### src/rtl/pdc_pkg.sv
// ----------------------------------------------------------------------------
// pdc_pkg
// Shared types and constants of the pair distance cutoff classifier.
// ----------------------------------------------------------------------------
package pdc_pkg;

  localparam int TYPE_COUNT = 4;
  localparam int PAIR_COUNT = TYPE_COUNT * (TYPE_COUNT + 1) / 2;
  localparam int TYPE_W     = 2;
  localparam int PT_W       = 4;
  localparam int IDX_W      = 10;
  localparam int COORD_W    = 32;
  localparam int DIFF_W     = 35;  // shifted difference magnitude bound
  localparam int SQ_W       = 72;  // sum of three squares of 35-bit values
  localparam int ROOT_W     = 32;
  localparam int CFG_IDX_W  = 2;
  localparam int CFG_DATA_W = 64;

  typedef enum logic [CFG_IDX_W-1:0] {
    REG_CUTOFF_SQUARED  = 2'd0,
    REG_CUTOFF_DISABLED = 2'd1,
    REG_PERTURB_STEP    = 2'd2
  } cfg_reg_t;

  typedef enum logic [1:0] {
    KIND_REJECT = 2'd0,
    KIND_ENERGY = 2'd1,
    KIND_FORCE  = 2'd2
  } term_kind_t;

  typedef struct packed {
    logic signed [COORD_W-1:0] first_x;
    logic signed [COORD_W-1:0] first_y;
    logic signed [COORD_W-1:0] first_z;
    logic signed [COORD_W-1:0] second_x;
    logic signed [COORD_W-1:0] second_y;
    logic signed [COORD_W-1:0] second_z;
    logic [IDX_W-1:0]          first_index;
    logic [IDX_W-1:0]          second_index;
    logic                      second_is_ghost;
    logic [IDX_W-1:0]          force_index;
    logic [TYPE_W-1:0]         first_type;
    logic [TYPE_W-1:0]         second_type;
  } in_item_t;

  typedef struct packed {
    logic [1:0]        term_kind;
    logic [ROOT_W-1:0] distance;
    logic [ROOT_W-1:0] distance_shift_x;
    logic [ROOT_W-1:0] distance_shift_y;
    logic [ROOT_W-1:0] distance_shift_z;
    logic [PT_W-1:0]   pair_type;
  } out_item_t;

  // start/busy control from the sequencer to a serial unit
  typedef struct packed {
    logic start;
    logic busy;
  } unit_ctl_t;

endpackage

### src/rtl/pdc_if.sv
// ----------------------------------------------------------------------------
// pdc_in_if / pdc_out_if / pdc_cfg_if
// Valid/ready channels of the classifier.
// ----------------------------------------------------------------------------
interface pdc_in_if;
  import pdc_pkg::*;
  logic     valid;
  logic     ready;
  in_item_t data;
  modport source (output valid, output data, input ready);
  modport sink   (input valid, input data, output ready);
endinterface

interface pdc_out_if;
  import pdc_pkg::*;
  logic      valid;
  logic      ready;
  out_item_t data;
  modport source (output valid, output data, input ready);
  modport sink   (input valid, input data, output ready);
endinterface

interface pdc_cfg_if;
  import pdc_pkg::*;
  logic                  valid;
  logic                  ready;
  logic [CFG_IDX_W-1:0]  index;
  logic [CFG_DATA_W-1:0] data;
  modport source (output valid, output index, output data, input ready);
  modport sink   (input valid, input index, input data, output ready);
endinterface

### src/rtl/pair_distance_cutoff_classifier.sv
// ----------------------------------------------------------------------------
// pair_distance_cutoff_classifier
// Squared distance, cutoff test, distances, force/energy class and type-pair histogram.
// ----------------------------------------------------------------------------
// One pair is handled at a time. A serial multiplier forms the three squares
// one bit per cycle and a radix-2 square root gives one distance bit per
// cycle. A rejected pair skips the root; for a force term three shifted sums
// and roots follow the base one on the same two units. The next item is taken
// as soon as the result moves into the output register.
module pair_distance_cutoff_classifier (
  input  logic       clk,
  input  logic       rst_n,
  pdc_in_if.sink     in_ch,
  pdc_out_if.source  out_ch,
  pdc_cfg_if.sink    cfg_ch
);
  import pdc_pkg::*;

  typedef enum logic [4:0] {
    S_IDLE = 5'b00001,
    S_SQ   = 5'b00010,
    S_DEC  = 5'b00100,
    S_RT   = 5'b01000,
    S_OUT  = 5'b10000
  } state_t;

  state_t state_r;
  logic [CFG_DATA_W-1:0] cutoff_r;
  logic                  disabled_r;
  logic [15:0]           step_r;
  logic [31:0]           counts_r [PAIR_COUNT];

  logic signed [DIFF_W-1:0] d_r [3];
  logic [1:0]               phase_r;  // 0 base, 1..3 shifted x,y,z
  logic                     ff_r;     // first particle moves
  logic [1:0]               kind_r;
  logic [PT_W-1:0]          pt_r;
  logic [ROOT_W-1:0]        dist_r [4];
  logic                     ovalid_r;
  out_item_t                odata_r;

  unit_ctl_t     sq_ctl, rt_ctl;
  logic          sq_done, rt_done;
  logic [SQ_W-1:0]   sq_sum;
  logic [ROOT_W-1:0] rt_root;
  logic [DIFF_W-1:0] mag [3];
  logic signed [DIFF_W-1:0] ds;

  logic in_fire, out_fire;
  logic [TYPE_W-1:0] thi, tlo;
  logic [PT_W-1:0]   pt_calc;
  logic accept, ff_c, sf_c;

  assign in_fire  = in_ch.valid && in_ch.ready;
  assign out_fire = out_ch.valid && out_ch.ready;
  assign in_ch.ready  = (state_r == S_IDLE);
  assign cfg_ch.ready = 1'b1;

  // magnitudes for the active phase: in a shifted phase one coordinate carries the step
  always_comb begin
    for (int k = 0; k < 3; k++) begin
      ds = d_r[k];
      if (phase_r != 2'd0 && int'(phase_r) == k + 1) begin
        ds = ff_r ? d_r[k] - DIFF_W'({1'b0, step_r})
                  : d_r[k] + DIFF_W'({1'b0, step_r});
      end
      mag[k] = ds[DIFF_W-1] ? DIFF_W'(-ds) : DIFF_W'(ds);
    end
  end

  always_comb begin
    thi = (in_ch.data.first_type > in_ch.data.second_type)
          ? in_ch.data.first_type : in_ch.data.second_type;
    tlo = (in_ch.data.first_type > in_ch.data.second_type)
          ? in_ch.data.second_type : in_ch.data.first_type;
    pt_calc = PT_W'((int'(thi) * (int'(thi) + 1)) / 2 + int'(tlo));
    ff_c = in_ch.data.first_index == in_ch.data.force_index;
    sf_c = !ff_c && !in_ch.data.second_is_ghost
           && in_ch.data.second_index == in_ch.data.force_index;
  end

  assign accept = disabled_r || (sq_sum[SQ_W-1:CFG_DATA_W] == '0
                                 && sq_sum[CFG_DATA_W-1:0] <= cutoff_r);

  assign sq_ctl.start = (state_r == S_SQ) && !sq_ctl.busy;
  // base root starts on an accepted pair, shifted roots as their sum ends
  assign rt_ctl.start = ((state_r == S_DEC) && accept)
                        || ((state_r == S_SQ) && sq_done && (phase_r != 2'd0));
  assign rt_ctl.busy  = (state_r == S_RT);

  logic sq_started_r;
  assign sq_ctl.busy = sq_started_r;

  pdc_sqsum u_sq (
    .clk, .rst_n, .ctl_in(sq_ctl), .mag_a(mag[0]), .mag_b(mag[1]),
    .mag_c(mag[2]), .done(sq_done), .sum(sq_sum)
  );

  pdc_isqrt u_rt (
    .clk, .rst_n, .ctl_in(rt_ctl), .value(sq_sum), .done(rt_done),
    .root(rt_root)
  );

  always_ff @(posedge clk) begin
    if (!rst_n) begin
      state_r      <= S_IDLE;
      cutoff_r     <= '0;
      disabled_r   <= 1'b0;
      step_r       <= 16'd1;
      ovalid_r     <= 1'b0;
      sq_started_r <= 1'b0;
      for (int k = 0; k < PAIR_COUNT; k++) counts_r[k] <= '0;
    end else begin
      if (cfg_ch.valid) begin
        case (cfg_ch.index)
          REG_CUTOFF_SQUARED:  cutoff_r   <= cfg_ch.data;
          REG_CUTOFF_DISABLED: disabled_r <= cfg_ch.data[0];
          REG_PERTURB_STEP:    step_r     <= cfg_ch.data[15:0];
          default: ;
        endcase
      end
      if (out_fire) ovalid_r <= 1'b0;
      case (state_r)
        S_IDLE: begin
          if (in_fire) begin
            d_r[0]  <= DIFF_W'(in_ch.data.second_x) - DIFF_W'(in_ch.data.first_x);
            d_r[1]  <= DIFF_W'(in_ch.data.second_y) - DIFF_W'(in_ch.data.first_y);
            d_r[2]  <= DIFF_W'(in_ch.data.second_z) - DIFF_W'(in_ch.data.first_z);
            phase_r <= 2'd0;
            ff_r    <= ff_c;
            kind_r  <= (ff_c || sf_c) ? KIND_FORCE : KIND_ENERGY;
            pt_r    <= pt_calc;
            for (int k = 0; k < 4; k++) dist_r[k] <= '0;
            state_r <= S_SQ;
          end
        end
        S_SQ: begin
          if (!sq_started_r) sq_started_r <= 1'b1;
          if (sq_done) begin
            sq_started_r <= 1'b0;
            state_r <= (phase_r == 2'd0) ? S_DEC : S_RT;
          end
        end
        S_DEC: begin
          if (accept) begin
            counts_r[pt_r] <= counts_r[pt_r] + 32'd1;
            state_r <= S_RT;
          end else begin
            kind_r  <= KIND_REJECT;
            state_r <= S_OUT;
          end
        end
        S_RT: begin
          if (rt_done) begin
            dist_r[phase_r] <= rt_root;
            if (kind_r == KIND_FORCE && phase_r != 2'd3) begin
              phase_r <= phase_r + 2'd1;
              state_r <= S_SQ;
            end else begin
              state_r <= S_OUT;
            end
          end
        end
        S_OUT: begin
          if (!ovalid_r || out_fire) begin
            ovalid_r <= 1'b1;
            state_r  <= S_IDLE;
          end
        end
        default: state_r <= S_IDLE;
      endcase
    end
  end

  // output register
  always_ff @(posedge clk) begin
    if (state_r == S_OUT && (!ovalid_r || out_fire)) begin
      odata_r.term_kind        <= kind_r;
      odata_r.distance         <= dist_r[0];
      odata_r.distance_shift_x <= dist_r[1];
      odata_r.distance_shift_y <= dist_r[2];
      odata_r.distance_shift_z <= dist_r[3];
      odata_r.pair_type        <= pt_r;
    end
  end

  assign out_ch.valid = ovalid_r;
  assign out_ch.data  = odata_r;

`ifndef SYNTHESIS
  a_ready_idle: assert property (@(posedge clk) disable iff (!rst_n)
    in_fire |=> state_r == S_SQ) else $error("item accepted outside idle");
  a_out_hold: assert property (@(posedge clk) disable iff (!rst_n)
    out_ch.valid && !out_ch.ready |=> out_ch.valid) else $error("result dropped");
  a_one_unit: assert property (@(posedge clk) disable iff (!rst_n)
    !(sq_ctl.start && rt_ctl.start)) else $error("two units started");
`endif

endmodule

### src/rtl/pdc_sqsum.sv
// ----------------------------------------------------------------------------
// pdc_sqsum
// Bit-serial sum of three squares: one multiplier bit per cycle.
// ----------------------------------------------------------------------------
module pdc_sqsum (
  input  logic                               clk,
  input  logic                               rst_n,
  input  pdc_pkg::unit_ctl_t                 ctl_in,
  input  logic [pdc_pkg::DIFF_W-1:0]         mag_a,
  input  logic [pdc_pkg::DIFF_W-1:0]         mag_b,
  input  logic [pdc_pkg::DIFF_W-1:0]         mag_c,
  output logic                               done,
  output logic [pdc_pkg::SQ_W-1:0]           sum
);
  import pdc_pkg::*;

  localparam int CNT_W = $clog2(DIFF_W + 1);

  logic [DIFF_W-1:0] ma_r, mb_r, mc_r, sa_r, sb_r, sc_r;
  logic [SQ_W-1:0]   acc_r, acc_nxt;
  logic [CNT_W-1:0]  cnt_r;
  logic              run_r;
  logic [SQ_W-1:0]   pa, pb, pc;

  // shift-add: multiplicand doubles, multiplier is consumed from its lsb
  always_comb begin
    pa = sa_r[0] ? {{(SQ_W-DIFF_W){1'b0}}, ma_r} << cnt_r : '0;
    pb = sb_r[0] ? {{(SQ_W-DIFF_W){1'b0}}, mb_r} << cnt_r : '0;
    pc = sc_r[0] ? {{(SQ_W-DIFF_W){1'b0}}, mc_r} << cnt_r : '0;
    acc_nxt = acc_r + pa + pb + pc;
  end

  always_ff @(posedge clk) begin
    if (!rst_n) begin
      run_r <= 1'b0;
      done  <= 1'b0;
      cnt_r <= '0;
    end else begin
      done <= 1'b0;
      if (ctl_in.start) begin
        run_r <= 1'b1;
        cnt_r <= '0;
      end else if (run_r) begin
        cnt_r <= cnt_r + 1'b1;
        if (cnt_r == CNT_W'(DIFF_W - 1)) begin
          run_r <= 1'b0;
          done  <= 1'b1;
        end
      end
    end
  end

  always_ff @(posedge clk) begin
    if (ctl_in.start) begin
      ma_r <= mag_a; mb_r <= mag_b; mc_r <= mag_c;
      sa_r <= mag_a; sb_r <= mag_b; sc_r <= mag_c;
      acc_r <= '0;
    end else if (run_r) begin
      acc_r <= acc_nxt;
      sa_r <= sa_r >> 1;
      sb_r <= sb_r >> 1;
      sc_r <= sc_r >> 1;
    end
  end

  assign sum = acc_r;

endmodule

### src/rtl/pdc_isqrt.sv
// ----------------------------------------------------------------------------
// pdc_isqrt
// Digit-recurrence integer square root, one result bit per cycle, saturating.
// ----------------------------------------------------------------------------
module pdc_isqrt (
  input  logic                         clk,
  input  logic                         rst_n,
  input  pdc_pkg::unit_ctl_t           ctl_in,
  input  logic [pdc_pkg::SQ_W-1:0]     value,
  output logic                         done,
  output logic [pdc_pkg::ROOT_W-1:0]   root
);
  import pdc_pkg::*;

  localparam int CNT_W = $clog2(ROOT_W + 1);

  logic [2*ROOT_W-1:0] x_r;
  logic [ROOT_W+1:0]   rem_r, trial;
  logic [ROOT_W-1:0]   q_r;
  logic [CNT_W-1:0]    cnt_r;
  logic                run_r, sat_r;

  // next two radicand bits enter the partial remainder each step
  always_comb begin
    trial = {rem_r[ROOT_W-1:0], x_r[2*ROOT_W-1 -: 2]} - {q_r, 2'b01};
  end

  always_ff @(posedge clk) begin
    if (!rst_n) begin
      run_r <= 1'b0;
      done  <= 1'b0;
      cnt_r <= '0;
    end else begin
      done <= 1'b0;
      if (ctl_in.start) begin
        run_r <= 1'b1;
        cnt_r <= '0;
      end else if (run_r) begin
        cnt_r <= cnt_r + 1'b1;
        if (cnt_r == CNT_W'(ROOT_W - 1)) begin
          run_r <= 1'b0;
          done  <= 1'b1;
        end
      end
    end
  end

  always_ff @(posedge clk) begin
    if (ctl_in.start) begin
      x_r   <= value[2*ROOT_W-1:0];
      sat_r <= |value[SQ_W-1:2*ROOT_W];
      rem_r <= '0;
      q_r   <= '0;
    end else if (run_r) begin
      x_r <= x_r << 2;
      if (!trial[ROOT_W+1]) begin
        rem_r <= trial;
        q_r   <= {q_r[ROOT_W-2:0], 1'b1};
      end else begin
        rem_r <= {rem_r[ROOT_W-1:0], x_r[2*ROOT_W-1 -: 2]};
        q_r   <= {q_r[ROOT_W-2:0], 1'b0};
      end
    end
  end

  assign root = sat_r ? '1 : q_r;

endmodule
### src/flat_wrapper.sv
// flat-port wrapper written by rule: the top's interface ports become plain ports
module pair_distance_cutoff_classifier_flat import pdc_pkg::*;
  (clk, rst_n, in_ch_valid, in_ch_data, in_ch_ready, out_ch_valid, out_ch_data, out_ch_ready, cfg_ch_valid, cfg_ch_index, cfg_ch_data, cfg_ch_ready);
  pdc_in_if in_ch_i ();
  pdc_out_if out_ch_i ();
  pdc_cfg_if cfg_ch_i ();
  input  logic clk;
  input  logic rst_n;
  input wire logic [$bits(in_ch_i.valid)-1:0] in_ch_valid;
  input wire logic [$bits(in_ch_i.data)-1:0] in_ch_data;
  output wire logic [$bits(in_ch_i.ready)-1:0] in_ch_ready;
  output wire logic [$bits(out_ch_i.valid)-1:0] out_ch_valid;
  output wire logic [$bits(out_ch_i.data)-1:0] out_ch_data;
  input wire logic [$bits(out_ch_i.ready)-1:0] out_ch_ready;
  input wire logic [$bits(cfg_ch_i.valid)-1:0] cfg_ch_valid;
  input wire logic [$bits(cfg_ch_i.index)-1:0] cfg_ch_index;
  input wire logic [$bits(cfg_ch_i.data)-1:0] cfg_ch_data;
  output wire logic [$bits(cfg_ch_i.ready)-1:0] cfg_ch_ready;
  assign in_ch_i.valid = in_ch_valid;
  assign in_ch_i.data = in_ch_data;
  assign in_ch_ready = in_ch_i.ready;
  assign out_ch_valid = out_ch_i.valid;
  assign out_ch_data = out_ch_i.data;
  assign out_ch_i.ready = out_ch_ready;
  assign cfg_ch_i.valid = cfg_ch_valid;
  assign cfg_ch_i.index = cfg_ch_index;
  assign cfg_ch_i.data = cfg_ch_data;
  assign cfg_ch_ready = cfg_ch_i.ready;
  pair_distance_cutoff_classifier u_core (.clk(clk), .rst_n(rst_n), .in_ch(in_ch_i), .out_ch(out_ch_i), .cfg_ch(cfg_ch_i));
endmodule
### config.mk
export PLATFORM = sky130hd
export DESIGN_NAME = pair_distance_cutoff_classifier_flat
export DESIGN_NICKNAME = d
export VERILOG_FILES = /design/src/rtl/pdc_pkg.sv /design/src/rtl/pdc_if.sv /design/src/rtl/pair_distance_cutoff_classifier.sv /design/src/rtl/pdc_sqsum.sv /design/src/rtl/pdc_isqrt.sv /design/src/flat_wrapper.sv
export SDC_FILE = /design/constraint.sdc
export NUM_CORES = 2
export LEC_CHECK = 0
export BUFFER_PORTS_ARGS = -buffer_cell sky130_fd_sc_hd__buf_2
export CAP_MARGIN = 15
export CORE_UTILIZATION = 67
export DETAILED_ROUTE_END_ITERATION = 6
export MAX_ROUTING_LAYER = met4
export PLACE_DENSITY = 0.9
export SLEW_MARGIN = 15
export SYNTH_ARGS = -nofsm -noshare
export SYNTH_HDL_FRONTEND = slang
export SYNTH_SLANG_ARGS = --single-unit
### constraint.sdc
create_clock -name clk -period 14.7 [get_ports clk]
set_input_delay 1.47 -clock clk [delete_from_list [all_inputs] [get_ports clk]]
set_output_delay 1.47 -clock clk [all_outputs]
set_load 0.05 [all_outputs]
# After elaboration in Yosys (flattened, before gate mapping)
# Memories as Yosys holds them, arrays and structs flattened. A register that Yosys moved wholly into a read port is not among the register bits.
# Index checks and enable logic that the tools add are counted.
[op_classes]
add_sub_neg = 22
n_reduce_logical = 43
eq_ne = 22
n_mul = 1
n_lt_le_gt_ge = 2
bitwise = 4
n_shift = 3
n_mux = 64
[ops]
columns = ["operator", "n"]
rows = [
  ["$mux 35", 15],
  ["$add 72x72->72", 3],
  ["$mux 72", 3],
  ["$shl 35x6->72", 3],
  ["$mux 64", 2],
  ["$add 35x16->35", 3],
  ["$neg 35->35", 3],
  ["$sub 35x16->35", 3],
  ["$sub 32x32->33", 3],
  ["$mux 32", 3],
  ["$le 64x64->1", 1],
  ["$sub 34x34->34", 1],
  ["$reduce_or 32->1", 1],
  ["$mux 5", 6],
  ["$pmux 5 s5", 1],
  ["$mux 1", 22],
  ["$eq 10x10->1", 2],
  ["$mux 2", 9],
  ["$logic_and 1x1->1", 14],
  ["$add 6x1->6 const B", 2],
  ["$ne 2x2->1 const B", 6],
  ["$reduce_bool 2->1", 5],
  ["$eq 2x2->1 const B", 4],
  ["$logic_not 8->1", 1],
  ["29 further kinds", 45],
]
[totals]
ff_bits = 530
mem_count = 2
ram_bits = 233
word_cells = 192
[memory_table]
columns = ["name", "depth", "width", "rd", "rd_clocked_by_memory_dff", "wr", "line_no", "rtl"]
rows = [
  ["u_core.dist_r", 4, 32, 4, 4, 4, "pair_distance_cutoff_classifier.sv:38", "logic [ROOT_W-1:0] dist_r [4];"],
  ["u_core.d_r", 3, 35, 3, 0, 3, "pair_distance_cutoff_classifier.sv:33", "logic signed [DIFF_W-1:0] d_r [3];"],
]

# Logic depth before layout (Yosys ltp)
[logic_depth]
word_depth = 8
ltp_mapped = 33

# Cells and area by module
# Synthesis repeated with hierarchy kept, for this count alone.
[unflattened]
hier_cells = 7339
hier_area_um2 = 67593.6
[by_module_without_submodules]
columns = ["module", "n_inst", "area_each_um2", "cells_each"]
rows = [
  ["pair_distance_cutoff_classifier", 1, 34272.9, 3695],
  ["pdc_sqsum", 1, 25632.1, 2886],
  ["pdc_isqrt", 1, 7688.6, 758],
]

# Least setup slack after synthesis
# OpenSTA, ideal clock, no wires.
[synth_path]
kind = "in2reg"
startpoint = "input port out_ch_ready"
endpoint = "register out_ch_data[10] (netlist name)"
t_arrival_ns = 7.494
n_path_buf = 0
setup_time_ns = 0.643
required_ns = 14.057
path_slack_ns = 6.563
path_stages = 2
cell_sequence = "nand2b_1 nor2b_1"
[synth_via]
elab_chain_cells = 3
[synth_rtl]
columns = ["item", "line_no", "rtl"]
rows = [
  ["start, declared", "flat_wrapper.sv:14", "input wire logic [$bits(out_ch_i.ready)-1:0] out_ch_ready;"],
  ["$logic_and 1x1->1", "pair_distance_cutoff_classifier.sv:55", "assign out_fire = out_ch.valid && out_ch.ready;"],
  ["$logic_or 1x1->1", "pair_distance_cutoff_classifier.sv:177", "if (state_r == S_OUT && (!ovalid_r || out_fire)) begin"],
  ["$logic_and 1x1->1", "pair_distance_cutoff_classifier.sv:177", ""],
]
# Every way passes these cells.
# A chain may end at the register's enable or synchronous reset.

# Worst setup path in the final report
[layout_path]
startpoint = "register u_core.u_sq.cnt_r[1]"
endpoint = "register u_core.u_sq.acc_r[70] (netlist: u_core.u_sq.sum[70])"
[layout_via]
elab_chain_cells = 5
elab_cells_between_ends = 9
[layout_rtl]
columns = ["item", "line_no", "rtl"]
rows = [
  ["start, declared", "pdc_sqsum.sv:21", "logic [CNT_W-1:0] cnt_r;"],
  ["start signal, assigned", "pdc_sqsum.sv:44", "cnt_r <= cnt_r + 1'b1;"],
  ["$shl 35x6->72", "pdc_sqsum.sv:27", "pa = sa_r[0] ? {{(SQ_W-DIFF_W){1'b0}}, ma_r} << cnt_r : '0;"],
  ["$mux 72", "pdc_sqsum.sv:27", ""],
  ["$add 72x72->72 (2 in series)", "pdc_sqsum.sv:30", "acc_nxt = acc_r + pa + pb + pc;"],
  ["$add 72x72->72 (*)", "pdc_sqsum.sv:30", ""],
  ["end signal, assigned", "pdc_sqsum.sv:59", "acc_r <= acc_nxt;"],
  ["end, declared", "pdc_sqsum.sv:20", "logic [SQ_W-1:0] acc_r, acc_nxt;"],
]
# Every way passes the cells marked *; elsewhere a longest branch is shown, timed or not.

==> results.json <==
{
  "nNetsFinal": 8319,
  "hold-path-endpoint": "out_ch_data[70]",
  "holdPathStages": 0,
  "critical-path-top-delay-family": "compound AO/OA/AOI/OAI gates",
  "drt-pass1-iter-count": 7,
  "timing.rr.end": "u_core.u_sq.sum[70]",
  "numCtsBuffers": 87,
  "worst-path-buf-inv": 2,
  "io_pins": 435,
  "holdBufCountCts": 0,
  "clk_pin_slew_ns": 0.08,
  "slowest_stage": "dfxtp_4",
  "min-delay-start": "u_core.dist_r[1][2]",
  "synthFlopType": "edfxtp_1",
  "chipWidth_um": 316,
  "worstMarginPinSlew_ns": 1.36,
  "cts_max_level": 3,
  "relSlewSlack": 0.0869,
  "rrSetupSlack_ns": 5.78,
  "cts_setup_buffers": 0,
  "cp_common_cell": "o21ai_0",
  "setup_viol": 0,
  "stdcell_area_sq_um": 72000,
  "multiInputGateArea_sq_um": 38500,
  "antenna_found_initial": 21,
  "arrival_ns": 9.53,
  "cts_sinks": 885,
  "async_flop_share": 0,
  "grt_pass1_vias": 60100,
  "slowest_delay_ns": 1.01,
  "die-area_sq_um": 99700,
  "fin_crit_sh": 0.607,
  "gp_congestion": 1.10,
  "crit_start": "u_core.u_sq.cnt_r[1]",
  "portBuffers": 433,
  "violations": "design-rule violations",
  "holdWs_ns": 0.397,
  "clock_path_buffers": 3,
  "ff_latch_area_sq_um": 24200,
  "syn_nets": 8090,
  "timing.critical_path.cells": "buf_4, mux2i_1, o21ai_0, o21ai_0, nor2_1, a21oi_1, nor2_1, a31oi_1, o21ai_0, nand2_1, fa_1, fa_1, inv_1, ha_1, nand2_1, or4_1, a211oi_1, o2111ai_1, a21oi_1, o21ai_0, and3_1, o21a_1, o2111ai_1, nand3_1",
  "num_vias": 62400,
  "grt.overflow.total": 0,
  "synthCells": 7277,
  "rows": 114,
  "stdcell_count": 8882,
  "netlist_area_sq_um": 66000,
  "die_h_um": 316,
  "crit_type": "reg -> reg",
  "cts_tree": "yes",
  "critPathMaxFanout": 86,
  "clk-insertion-delay-late_ns": 0.77,
  "cts_resized": 0,
  "grt.total_usage": 0.503,
  "dpl_cell_area_sq_um": 69000,
  "rsz0062_at_grt": "no",
  "use_met1": 0.576,
  "leakage_nw": 29.0,
  "core_area_sq_um": 97100,
  "post-route-drc-count": 324,
  "min_path_type": "reg -> reg",
  "critPathCaptureType": "register",
  "drt_first_iter_violations": 10200,
  "viasPerCell": 7.03,
  "syn_to_final_growth_pct": 9.18,
  "synth_cell_type_count": 124,
  "worstPathRequired_ns": 15.31,
  "grt_busiest_layer": "met2",
  "drv_cap": 0,
  "post-route-util": 0.742,
  "power_mw": 8.99,
  "max_freq_mhz": 112,
  "ir_drop_mv": 0.126,
  "r2r-start": "u_core.u_sq.cnt_r[1]",
  "wirelength_um": 250000,
  "initial_core_util": 0.679,
  "clock_skew_ns": 0.0722,
  "final_antenna_net_count": 0,
  "crit_path_start_kind": "register",
  "synth_warnings": 0,
  "gr-usage-met2": 0.761,
  "place_hpwl_um": 180000,
  "powerDensity_nw_per_um2": 125,
  "root_buffer": "clkbuf_16",
  "drive_gt1_frac": 0.122,
  "yosysSeqAreaShare": 0.366,
  "timing.setup.tns_ns": 0,
  "status": "finished with violations",
  "grt_max_degree": 156,
  "n_fill_cell": 6211,
  "synth-seq-cells": 885,
  "grt_pass1_wl_um": 365000,
  "wire_per_inst_um": 28.2,
  "placed_cells": 8693,
  "period_needed_ns": 8.92,
  "syn_area_per_cell_sq_um": 9.07,
  "layout_setup_ws_ns": 5.78,
  "use_met3": 0.129,
  "rr_worst_depth": 24,
  "final_hold_viol_count": 0,
  "drv_slew": 0,
  "synth-edff-count": 645,
  "dp_slack_ns": 6.33
}
-- worst register-to-register path: stages, from the launching register on --
cell and delay, ns:
dfxtp_4 1.01, buf_4 0.79, mux2i_1 0.21, o21ai_0 0.78, o21ai_0 0.30, nor2_1 0.15
a21oi_1 0.07, nor2_1 0.14, a31oi_1 0.12, o21ai_0 0.48, nand2_1 0.15, fa_1 0.50
fa_1 0.54, inv_1 0.04, ha_1 0.40, nand2_1 0.11, or4_1 0.50, a211oi_1 0.57
o2111ai_1 0.38, a21oi_1 0.39, o21ai_0 0.25, and3_1 0.30, o21a_1 0.25, o2111ai_1 0.23
nand3_1 0.12
-- registers in the layout, summed over array words and instances, names as in the netlist, 35 cells and up --
register            flops
u_core.dist_r         128
u_core.d_r             99
out_ch_data            97
u_core.u_sq.sum        72
u_core.cutoff_r        64
u_core.u_rt.x_r        64
u_core.out_ch.data     37
u_core.u_sq.ma_r       35
u_core.u_sq.mb_r       35
u_core.u_sq.mc_r       35
u_core.u_sq.sa_r       35
u_core.u_sq.sb_r       35
u_core.u_sq.sc_r       35
-- cells in the final DEF, fill, tap and decap left out, types with 21 or more instances in the layout --
cell type	netlist	routed
nand3_1	114	114
mux4_2	57	57
o21a_1	81	81
nand2b_1	60	59
a211oi_1	58	58
a31oi_1	79	79
o211ai_1	38	38
edfxtp_1	645	645
or2_2	21	21
diode_2	0	25
dfxtp_1	240	232
buf_4	3	77
a22o_1	23	23
o31ai_1	42	40
mux2_2	103	103
o21ai_0	449	449
a21o_1	186	186
nor2_1	653	653
xor2_1	116	116
nor3_1	147	147
and2_1	52	52
inv_1	513	509
nor4_1	36	36
nand4_1	74	74
fa_1	149	149
a21oi_1	398	398
clkbuf_16	0	88
xnor2_1	230	228
o21bai_1	30	30
ha_1	366	363
nor2b_1	104	102
o22ai_1	51	51
nand2_1	979	978
a22oi_1	29	29
or3_1	56	56
and3_1	61	61
a21boi_0	99	99
mux2i_1	222	222
buf_2	17	433
-- logic make-up (layout without fill, tap and decap cells) --
logic type               Yosys count  count (layout)  synth area share
flip-flops                       885             885             0.366
XOR/XNOR                         353             353            0.0482
multiplexers                     383             383            0.0711
AND/OR/NAND/NOR                 2471            2471             0.173
other                              1              26         0.0000568
buffers and inverters            888            1192            0.0514
AO/OA/AOI/OAI                   1774            1774             0.175
adder cells (fa/ha/maj)          522             522             0.116
-- worst max path at each step --
stage	endpoint	slack (ns)	cells past startpoint
after detailed placement	u_core.u_sq.sum[70]	6.33	24
after global routing	u_core.u_sq.sum[70]	5.53	24
after global placement	u_core.u_sq.sum[70]	6.54	24
after floorplan	out_ch_data[10]	6.56	2
after CTS	u_core.u_sq.sum[70]	6.17	24
final	u_core.u_sq.sum[70]	5.78	24
-- routing by layer --
layer  routed length (um)  up-vias
met4                24600        0
met3                29100     1626
li1                     -    26400
met5                    0        -
met1                86700    29100
met2               110000     5282
-- Yosys cell counts (30+ instances only) --
| cell type | n | share of area |
|---|---|---|
| nand2_1 | 979 | 0.056 |
| nor2_1 | 653 | 0.037 |
| edfxtp_1 | 645 | 0.29 |
| inv_1 | 513 | 0.029 |
| o21ai_0 | 449 | 0.034 |
| a21oi_1 | 398 | 0.030 |
| ha_1 | 366 | 0.069 |
| clkbuf_1 | 285 | 0.016 |
| dfxtp_1 | 240 | 0.073 |
| xnor2_1 | 230 | 0.031 |
| mux2i_1 | 222 | 0.034 |
| a21o_1 | 186 | 0.021 |
| fa_1 | 149 | 0.045 |
| nor3_1 | 147 | 0.011 |
| xor2_1 | 116 | 0.015 |
| nand3_1 | 114 | 0.0086 |
| nor2b_1 | 104 | 0.0099 |
| mux2_2 | 103 | 0.018 |
| a21boi_0 | 99 | 0.011 |
| o21a_1 | 81 | 0.0092 |
| a31oi_1 | 79 | 0.0075 |
| nand4_1 | 74 | 0.0070 |
| buf_1 | 63 | 0.0036 |
| and3_1 | 61 | 0.0058 |
| nand2b_1 | 60 | 0.0057 |
| a211oi_1 | 58 | 0.0066 |
| mux4_2 | 57 | 0.019 |
| or3_1 | 56 | 0.0053 |
| and2_1 | 52 | 0.0049 |
| o22ai_1 | 51 | 0.0048 |
| o31ai_1 | 42 | 0.0048 |
| o211ai_1 | 38 | 0.0043 |
| nor4_1 | 36 | 0.0034 |
| o21bai_1 | 30 | 0.0034 |
-- power breakdown --
part	internal, mW	leakage [nW]	total, mW	switching (mW)
clock network	1.25	1.42	2.36	1.11
registers	2.90	7.82	3.10	0.195
logic	1.33	19.8	3.53	2.20
total	5.48	29.0	8.99	3.50
-- area by class of cell --
type | instances | share of cell area
antenna | 25 | 0.000868
clock buffer | 118 | 0.0341
clock inverter | 46 | 0.00707
inverter | 517 | 0.0271
multi-input combinational | 5504 | 0.534
sequential | 885 | 0.336
tap | 1276 | 0.0222
timing repair buffer | 511 | 0.0384
No activity file was read; power rests on OpenSTA's default activity.
